File: config.mk
export PLATFORM = sky130hd
export DESIGN_NAME = damped_oscillator_integrator_top
export DESIGN_NICKNAME = d
export VERILOG_FILES = /design/src/sv/doi_pkg.sv /design/src/sv/doi_rdiv.sv /design/src/sv/damped_oscillator_integrator_top.sv
export SDC_FILE = /design/constraint.sdc
export NUM_CORES = 2
export LEC_CHECK = 0
export ABC_AREA = 1
export BUFFER_PORTS_ARGS = -buffer_cell sky130_fd_sc_hd__buf_4
export CAP_MARGIN = 10
export CORE_MARGIN = 10
export CORE_UTILIZATION = 45
export CTS_CLUSTER_SIZE = 16
export DETAILED_ROUTE_END_ITERATION = 10
export PLACE_DENSITY = 0.58
export SKIP_CTS_REPAIR_TIMING = 1
export SYNTH_ARGS = -nofsm -noshare
export SYNTH_HDL_FRONTEND = slang
export SYNTH_SLANG_ARGS = --single-unit
File: constraint.sdc
create_clock -name clk -period 14.9 [get_ports clk]
set_clock_uncertainty 0.05 [all_clocks]
set_input_delay 2.98 -clock clk [delete_from_list [all_inputs] [get_ports clk]]
set_output_delay 2.98 -clock clk [all_outputs]
set_load 0.01 [all_outputs]
File: src/sv/doi_pkg.sv
`timescale 1ns / 1ps

package doi_pkg;

  // Working width for accelerations, RK4 sums and quotients
  localparam int WIDE_W = 48;
  // Quotient bits resolved per cycle in the divider
  localparam int DIV_RADIX_BITS = 8;
  localparam int RK4_DIVISOR = 6;
  localparam int FRAC_SHIFT = 27;

  typedef logic signed [WIDE_W-1:0] wide_t;
  typedef logic signed [31:0] q28_t;
  typedef logic signed [63:0] prod_t;
  typedef logic [1:0] cfg_idx_t;
  typedef logic [1:0] mode_t;

  localparam cfg_idx_t CFG_SPRING = 2'd0;
  localparam cfg_idx_t CFG_DAMPING = 2'd1;
  localparam cfg_idx_t CFG_MODE = 2'd2;

  localparam mode_t MODE_SEMI = 2'd0;
  localparam mode_t MODE_EULER = 2'd1;
  localparam mode_t MODE_RK4 = 2'd2;

  localparam wide_t Q28_MAX = wide_t'(32'sh7FFF_FFFF);
  localparam wide_t Q28_MIN = wide_t'(32'sh8000_0000);
  localparam prod_t ROUND_BIAS = prod_t'(64'sd67108864);

  function automatic wide_t ext_q28(input q28_t a);
    return wide_t'(a);
  endfunction

  function automatic q28_t sat_q28(input wide_t a);
    q28_t r;
    if (a > Q28_MAX) begin
      r = Q28_MAX[31:0];
    end else if (a < Q28_MIN) begin
      r = Q28_MIN[31:0];
    end else begin
      r = a[31:0];
    end
    return r;
  endfunction

  // Q5.27 x Q4.28 product back to Q4.28, round half up
  function automatic wide_t rnd_q28(input prod_t p);
    prod_t t;
    t = p + ROUND_BIAS;
    return wide_t'(t >>> FRAC_SHIFT);
  endfunction

  function automatic wide_t half_up(input wide_t a);
    wide_t t;
    t = a + wide_t'(1);
    return t >>> 1;
  endfunction

endpackage

File: src/sv/doi_rdiv.sv
`timescale 1ns / 1ps

module doi_rdiv import doi_pkg::*; #(
  parameter int DVS_W = 7
) (
  input  logic             clk,
  input  logic             rst_n,
  input  logic             start,
  input  wide_t            dividend,
  input  logic [DVS_W-1:0] divisor,
  output logic             done,
  output wide_t            quotient
);

  localparam int GROUPS = WIDE_W / DIV_RADIX_BITS;
  localparam int CNT_W = ($clog2(GROUPS) > 0) ? $clog2(GROUPS) : 1;
  localparam logic [CNT_W-1:0] CNT_LAST = CNT_W'(GROUPS - 1);

  logic              busy_r;
  logic              fin_r;
  logic              done_r;
  logic              neg_r;
  logic [CNT_W-1:0]  cnt_r;
  logic [WIDE_W-1:0] work_r;
  logic [DVS_W-1:0]  rem_r;
  wide_t             quotient_r;

  logic [WIDE_W-1:0] work_nxt;
  logic [DVS_W-1:0]  rem_nxt;
  logic [WIDE_W-1:0] load_val;
  wide_t             mag;

  // Magnitude plus half the divisor: rounds to nearest, ties away from zero
  always_comb begin
    mag = dividend[WIDE_W-1] ? -dividend : dividend;
    load_val = mag + WIDE_W'(divisor >> 1);
  end

  // Restoring division, one group of quotient bits per cycle
  always_comb begin
    logic [DVS_W:0] r2;
    rem_nxt = rem_r;
    work_nxt = work_r;
    r2 = '0;
    for (int i = 0; i < DIV_RADIX_BITS; i++) begin
      r2 = {rem_nxt, work_nxt[WIDE_W-1]};
      work_nxt = work_nxt << 1;
      if (r2 >= {1'b0, divisor}) begin
        r2 = r2 - {1'b0, divisor};
        work_nxt[0] = 1'b1;
      end
      rem_nxt = r2[DVS_W-1:0];
    end
  end

  always_ff @(posedge clk) begin
    if (!rst_n) begin
      busy_r <= 1'b0;
      fin_r <= 1'b0;
      done_r <= 1'b0;
    end else begin
      done_r <= 1'b0;
      if (start) begin
        busy_r <= 1'b1;
        cnt_r <= '0;
        work_r <= load_val;
        rem_r <= '0;
        neg_r <= dividend[WIDE_W-1];
      end else if (busy_r) begin
        work_r <= work_nxt;
        rem_r <= rem_nxt;
        cnt_r <= cnt_r + 1'b1;
        if (cnt_r == CNT_LAST) begin
          busy_r <= 1'b0;
          fin_r <= 1'b1;
        end
      end else if (fin_r) begin
        fin_r <= 1'b0;
        done_r <= 1'b1;
        quotient_r <= neg_r ? -$signed(work_r) : $signed(work_r);
      end
    end
  end

  assign done = done_r;
  assign quotient = quotient_r;

endmodule

File: src/sv/damped_oscillator_integrator_top.sv
`timescale 1ns / 1ps

// Damped mass-spring oscillator, one output sample per input transfer. Position
// and velocity are signed Q4.28 and saturate; coefficients are unsigned Q5.27.
// One 33x32 multiplier forms the spring and damping products and one divider
// (8 quotient bits per cycle) handles the round-to-nearest divisions; a small
// sequencer reuses both. The block takes one item at a time: in_stall stays
// high from acceptance until the result is loaded into the output register,
// which then waits for the sink while the next item is taken. Euler mode runs
// EULER_SUBSTEPS substeps per item, each with two divider passes; RK4 mode
// runs its stages and then two divider passes; semi-implicit mode uses no
// divider. No clearing pass after reset.
module damped_oscillator_integrator_top import doi_pkg::*; #(
  parameter int EULER_SUBSTEPS = 100
) (
  input  logic        clk,
  input  logic        rst_n,
  input  logic        in_valid,
  output logic        in_stall,
  input  logic        in_func,
  input  q28_t        in_start_position,
  input  q28_t        in_start_velocity,
  output logic        out_valid,
  input  logic        out_stall,
  output q28_t        out_sample_out,
  input  logic        cfg_valid,
  output logic        cfg_ready,
  input  cfg_idx_t    cfg_index,
  input  logic [31:0] cfg_data
);

  localparam int DVS_W = ($clog2(EULER_SUBSTEPS + 1) > 3) ? $clog2(EULER_SUBSTEPS + 1) : 3;
  localparam int SUB_CW = ($clog2(EULER_SUBSTEPS) > 0) ? $clog2(EULER_SUBSTEPS) : 1;
  localparam logic [DVS_W-1:0] DIVISOR_EULER = DVS_W'(EULER_SUBSTEPS);
  localparam logic [DVS_W-1:0] DIVISOR_RK4 = DVS_W'(RK4_DIVISOR);
  localparam logic [SUB_CW-1:0] SUB_LAST = SUB_CW'(EULER_SUBSTEPS - 1);

  typedef enum logic [3:0] {
    ST_IDLE,
    ST_BEGIN,
    ST_MUL_K,
    ST_MUL_D,
    ST_ACC,
    ST_POST,
    ST_DIV_A,
    ST_WAIT_A,
    ST_DIV_B,
    ST_WAIT_B,
    ST_UPDATE,
    ST_DONE
  } state_t;

  state_t            state_r;
  logic [31:0]       spring_r;
  logic [31:0]       damping_r;
  mode_t             mode_r;
  q28_t              pos_r;
  q28_t              vel_r;
  q28_t              opx_r;
  q28_t              opv_r;
  prod_t             prod_r;
  wide_t             acc_r;
  wide_t             sx_r;
  wide_t             sv_r;
  wide_t             q1_r;
  logic [1:0]        stage_r;
  logic [SUB_CW-1:0] sub_cnt_r;
  logic              out_valid_r;
  q28_t              out_sample_r;

  logic signed [32:0] mul_a;
  q28_t               mul_b;
  logic signed [64:0] mul_full;
  q28_t               semi_x;
  wide_t              step_x;
  wide_t              step_v;
  q28_t               rk_nx;
  q28_t               rk_nv;
  logic               rk_mid;
  wide_t              sx_add;
  wide_t              sv_add;
  logic               is_rk4;
  logic               div_start;
  wide_t              div_dividend;
  logic [DVS_W-1:0]   div_divisor;
  logic               div_done;
  wide_t              div_q;

  assign is_rk4 = (mode_r == MODE_RK4);

  // Shared multiplier: spring term in ST_MUL_K, damping term otherwise
  always_comb begin
    mul_a = $signed({1'b0, (state_r == ST_MUL_K) ? spring_r : damping_r});
    mul_b = (state_r == ST_MUL_K) ? opx_r : opv_r;
    mul_full = mul_a * mul_b;
  end

  assign semi_x = sat_q28(ext_q28(pos_r) + ext_q28(vel_r));

  // RK4 stage state and weighted sums
  always_comb begin
    rk_mid = (stage_r == 2'd1) || (stage_r == 2'd2);
    step_x = (stage_r == 2'd2) ? ext_q28(opv_r) : half_up(ext_q28(opv_r));
    step_v = (stage_r == 2'd2) ? acc_r : half_up(acc_r);
    rk_nx = sat_q28(ext_q28(pos_r) + step_x);
    rk_nv = sat_q28(ext_q28(vel_r) + step_v);
    sx_add = rk_mid ? (ext_q28(opv_r) <<< 1) : ext_q28(opv_r);
    sv_add = rk_mid ? (acc_r <<< 1) : acc_r;
  end

  always_comb begin
    div_start = (state_r == ST_DIV_A) || (state_r == ST_DIV_B);
    div_divisor = is_rk4 ? DIVISOR_RK4 : DIVISOR_EULER;
    if (state_r == ST_DIV_A) begin
      div_dividend = is_rk4 ? sx_r : ext_q28(vel_r);
    end else begin
      div_dividend = is_rk4 ? sv_r : acc_r;
    end
  end

  doi_rdiv #(
    .DVS_W(DVS_W)
  ) u_rdiv (
    .clk      (clk),
    .rst_n    (rst_n),
    .start    (div_start),
    .dividend (div_dividend),
    .divisor  (div_divisor),
    .done     (div_done),
    .quotient (div_q)
  );

  always_ff @(posedge clk) begin
    if (!rst_n) begin
      state_r <= ST_IDLE;
      spring_r <= '0;
      damping_r <= '0;
      mode_r <= MODE_SEMI;
      pos_r <= '0;
      vel_r <= '0;
      out_valid_r <= 1'b0;
    end else begin
      if (cfg_valid) begin
        case (cfg_index)
          CFG_SPRING:  spring_r <= cfg_data;
          CFG_DAMPING: damping_r <= cfg_data;
          CFG_MODE:    mode_r <= cfg_data[1:0];
          default: ;
        endcase
      end

      // ST_DONE refills the output register on its own
      if (out_valid_r && !out_stall && (state_r != ST_DONE)) begin
        out_valid_r <= 1'b0;
      end

      case (state_r)
        ST_IDLE: begin
          if (in_valid) begin
            if (in_func) begin
              pos_r <= in_start_position;
              vel_r <= in_start_velocity;
            end
            sub_cnt_r <= '0;
            state_r <= ST_BEGIN;
          end
        end
        ST_BEGIN: begin
          case (mode_r)
            MODE_EULER, MODE_RK4: begin
              opx_r <= pos_r;
              opv_r <= vel_r;
              sx_r <= '0;
              sv_r <= '0;
              stage_r <= 2'd0;
            end
            default: begin
              pos_r <= semi_x;
              opx_r <= semi_x;
              opv_r <= vel_r;
            end
          endcase
          state_r <= ST_MUL_K;
        end
        ST_MUL_K: begin
          prod_r <= mul_full[63:0];
          state_r <= ST_MUL_D;
        end
        ST_MUL_D: begin
          acc_r <= -rnd_q28(prod_r);
          prod_r <= mul_full[63:0];
          state_r <= ST_ACC;
        end
        ST_ACC: begin
          acc_r <= acc_r - rnd_q28(prod_r);
          state_r <= ST_POST;
        end
        ST_POST: begin
          case (mode_r)
            MODE_EULER: begin
              state_r <= ST_DIV_A;
            end
            MODE_RK4: begin
              sx_r <= sx_r + sx_add;
              sv_r <= sv_r + sv_add;
              if (stage_r == 2'd3) begin
                state_r <= ST_DIV_A;
              end else begin
                opx_r <= rk_nx;
                opv_r <= rk_nv;
                stage_r <= stage_r + 2'd1;
                state_r <= ST_MUL_K;
              end
            end
            default: begin
              vel_r <= sat_q28(ext_q28(vel_r) + acc_r);
              state_r <= ST_DONE;
            end
          endcase
        end
        ST_DIV_A: begin
          state_r <= ST_WAIT_A;
        end
        ST_WAIT_A: begin
          if (div_done) begin
            q1_r <= div_q;
            state_r <= ST_DIV_B;
          end
        end
        ST_DIV_B: begin
          state_r <= ST_WAIT_B;
        end
        ST_WAIT_B: begin
          if (div_done) begin
            state_r <= ST_UPDATE;
          end
        end
        ST_UPDATE: begin
          pos_r <= sat_q28(ext_q28(pos_r) + q1_r);
          vel_r <= sat_q28(ext_q28(vel_r) + div_q);
          if (!is_rk4 && (sub_cnt_r != SUB_LAST)) begin
            sub_cnt_r <= sub_cnt_r + 1'b1;
            state_r <= ST_BEGIN;
          end else begin
            state_r <= ST_DONE;
          end
        end
        ST_DONE: begin
          // hold until the output register is free
          if (!out_valid_r || !out_stall) begin
            out_valid_r <= 1'b1;
            out_sample_r <= pos_r;
            state_r <= ST_IDLE;
          end
        end
        default: begin
          state_r <= ST_IDLE;
        end
      endcase
    end
  end

  assign in_stall = (state_r != ST_IDLE);
  assign out_valid = out_valid_r;
  assign out_sample_out = out_sample_r;
  assign cfg_ready = 1'b1;

endmodule
==> impl_metrics.tcl <==
set metrics [dict create \
    outcome "complete, no violations" \
    worstSetupPathType "flop to flop" \
    cts_tree "done" \
    hold_viol_final 0 \
    reg2reg_to "prod_r[62]" \
    area_growth_pct 8.04 \
    worst_hold_slack_ns 0.402 \
    drt-total-wl_um 297000 \
    cts_buffers 77 \
    hold_path.class "flop to flop" \
    htreeDepth 3 \
    antenna_found_initial 21 \
    setup_viol 0 \
    gp_congestion 0.961 \
    yosysWarnings 0 \
    ioPinCount 139 \
    via_per_inst 5.50 \
    syn_area_per_cell_um2 7.70 \
    period_needed_ns 11.48 \
    core_region_area_um2 183000 \
    critPathLaunch "state_r[2]" \
    drv_cap 0 \
    min_period_over_period 0.771 \
    crit_required_ns 15.29 \
    io_buffers 137 \
    drt_pass1_iterations 8 \
    maxSlewViolCount 0 \
    die_w_um 450 \
    via_count 73381 \
    clk_pin_slew_worst_paths_ns 0.06 \
    placementRows 157 \
    die_area_um2 203000 \
    grt_pass1_vias 73631 \
    async_flop_share 0 \
    syn_inst 10813 \
    grt.overflow.total 0 \
    syn_area_um2 83200 \
    clock_latency_ns 0.70 \
    wire_per_inst_um 22.3 \
    dpl.hpwl_um 240000 \
    hp-start "damping_r[15]" \
    die_h_um 450 \
    synth_seq_cells 580 \
    synth_cell_types 74 \
    final_common_cell "nand2_1" \
    ctsLongestPathBuffers 3 \
    drive_above_1_share 0.0504 \
    max_freq_mhz 87.1 \
    cpMaxStageDelayCell "clkinv_1" \
    drc 0 \
    slew_headroom 0.146 \
    cp-start-kind "flop" \
    grt.total_usage 0.287 \
    grt_pass1_wl_um 450000 \
    first_iter_violations 6384 \
    synth_edf_count 442 \
    cts_root_buf "clkbuf_16" \
    cp.arrival_ns 11.87 \
    layout_common_cells "nand2_1, inv_1, nor2_1" \
    worstMarginPinSlew_ns 1.27 \
    cpPeakStageDelay_ns 0.92 \
    critPathCaptureType "flop" \
    nets 12524 \
    design_area_um2 89900 \
    yosysSeqAreaShare 0.193 \
    rrSetupSlack_ns 3.42 \
    synth_top_flop_cell "edfxtp_1" \
    ant_nets 0 \
    cp-endpoint "prod_r[62]" \
    rr_worst_depth 43 \
    grt_max_degree 105 \
    placement.cell_area_um2 87200 \
    initial_core_util 0.454 \
    cts_sinks 580 \
    r2r_start "state_r[2]" \
    finalSetupTns_ns 0 \
    synth_nets 12541 \
    cp_max_fo 61 \
    rsz0062_at_grt "false" \
]
[final cells by class]
type                       instances  area [um2]
fill                           18373       93600
multi-input combinational       7890       58700
sequential                       580       16000
inverter                        1978        7430
tap                             2464        3080
clock buffer                      99        2120
timing repair buffer             269        2030
clock inverter                    40         520
antenna                           10        25.0
[Yosys cell counts, types with 57 or more instances]
cell type | number | area [um2]
nand2_1 | 2180 | 8180
inv_1 | 1942 | 7290
nor2_1 | 924 | 3470
fa_1 | 905 | 18100
a21oi_1 | 872 | 4360
ha_1 | 719 | 9000
o21ai_0 | 622 | 3110
edfxtp_1 | 442 | 13300
xor2_1 | 361 | 3160
clkbuf_1 | 324 | 1220
nand3_1 | 267 | 1340
xnor2_1 | 177 | 1550
dfxtp_1 | 138 | 2760
nor3_1 | 102 | 510
nand4_1 | 88 | 551
o211ai_1 | 88 | 661
o21ai_1 | 57 | 285
[cell families after synthesis]
| group | after synthesis | share of synthesized area |
|---|---|---|
| fa+ha+maj | 1624 | 0.326 |
| simple gates | 3727 | 0.183 |
| other cells | 1 | 0.0000451 |
| flops | 580 | 0.193 |
| xor+xnor | 538 | 0.0566 |
| mux | 31 | 0.00374 |
| compound gates | 1969 | 0.132 |
| buf+inv | 2343 | 0.106 |
[worst min-delay path by stage]
stage                    end  slack (ns)  cells after the start
2_1_floorplan  damping_r[16]        0.38                      2
3_3_place_gp   damping_r[19]        0.39                      2
3_5_place_dp   damping_r[15]        0.40                      2
4_1_cts        damping_r[15]        0.40                      2
5_1_grt        damping_r[15]        0.43                      2
6_report       damping_r[15]        0.40                      2
[routing by layer]
| layer | vias to the layer above | wire (um) | track usage |
|---|---|---|---|
| li1 | 34624 | - | - |
| met4 | 8 | 14600 | 0.122 |
| met3 | 576 | 18300 | 0.0394 |
| met2 | 2427 | 139000 | 0.480 |
| met1 | 35746 | 124000 | 0.371 |
| met5 | - | 38 | 0 |
[metrics by stage]
stage / std cells / worst slack [ns] / utilization
3_5_place_dp: 13181 / 3.40 / 0.475
2_1_floorplan: 10813 / 5.61 / -
3_3_place_gp: 13181 / 3.38 / 0.475
6_report: 13330 / 3.42 / 0.490
5_1_grt: 13326 / 2.65 / 0.490
4_1_cts: 13320 / 3.36 / 0.490
[critical path, delay by kind of cell, from the launching register on]
kind                     cells  cell delay (ns)
AO/OA/AOI/OAI               10             2.67
flip-flops                   1             0.45
buffers and inverters        9             1.81
AND/OR/NAND/NOR             14             2.27
XOR/XNOR                     1             0.11
adder cells (fa/ha/maj)      9             3.84
[registers in the layout (all words and copies together), names as in the netlist, 2 cells and up]
register and flops:
acc_r 48, q1_r 48, sv_r 48, sx_r 48, u_rdiv.quotient 48, u_rdiv.work_r 48, prod_r 38, damping_r 32
opv_r 32, opx_r 32, out_sample_out 32, pos_r 32, spring_r 32, vel_r 32, sub_cnt_r 7, u_rdiv.rem_r 7
state_r 4, u_rdiv.cnt_r 3, mode_r 2, stage_r 2
Power is left out: the tool's default activity adds up to more than one toggle a clock period on the data nets, which glitch-free logic cannot reach.
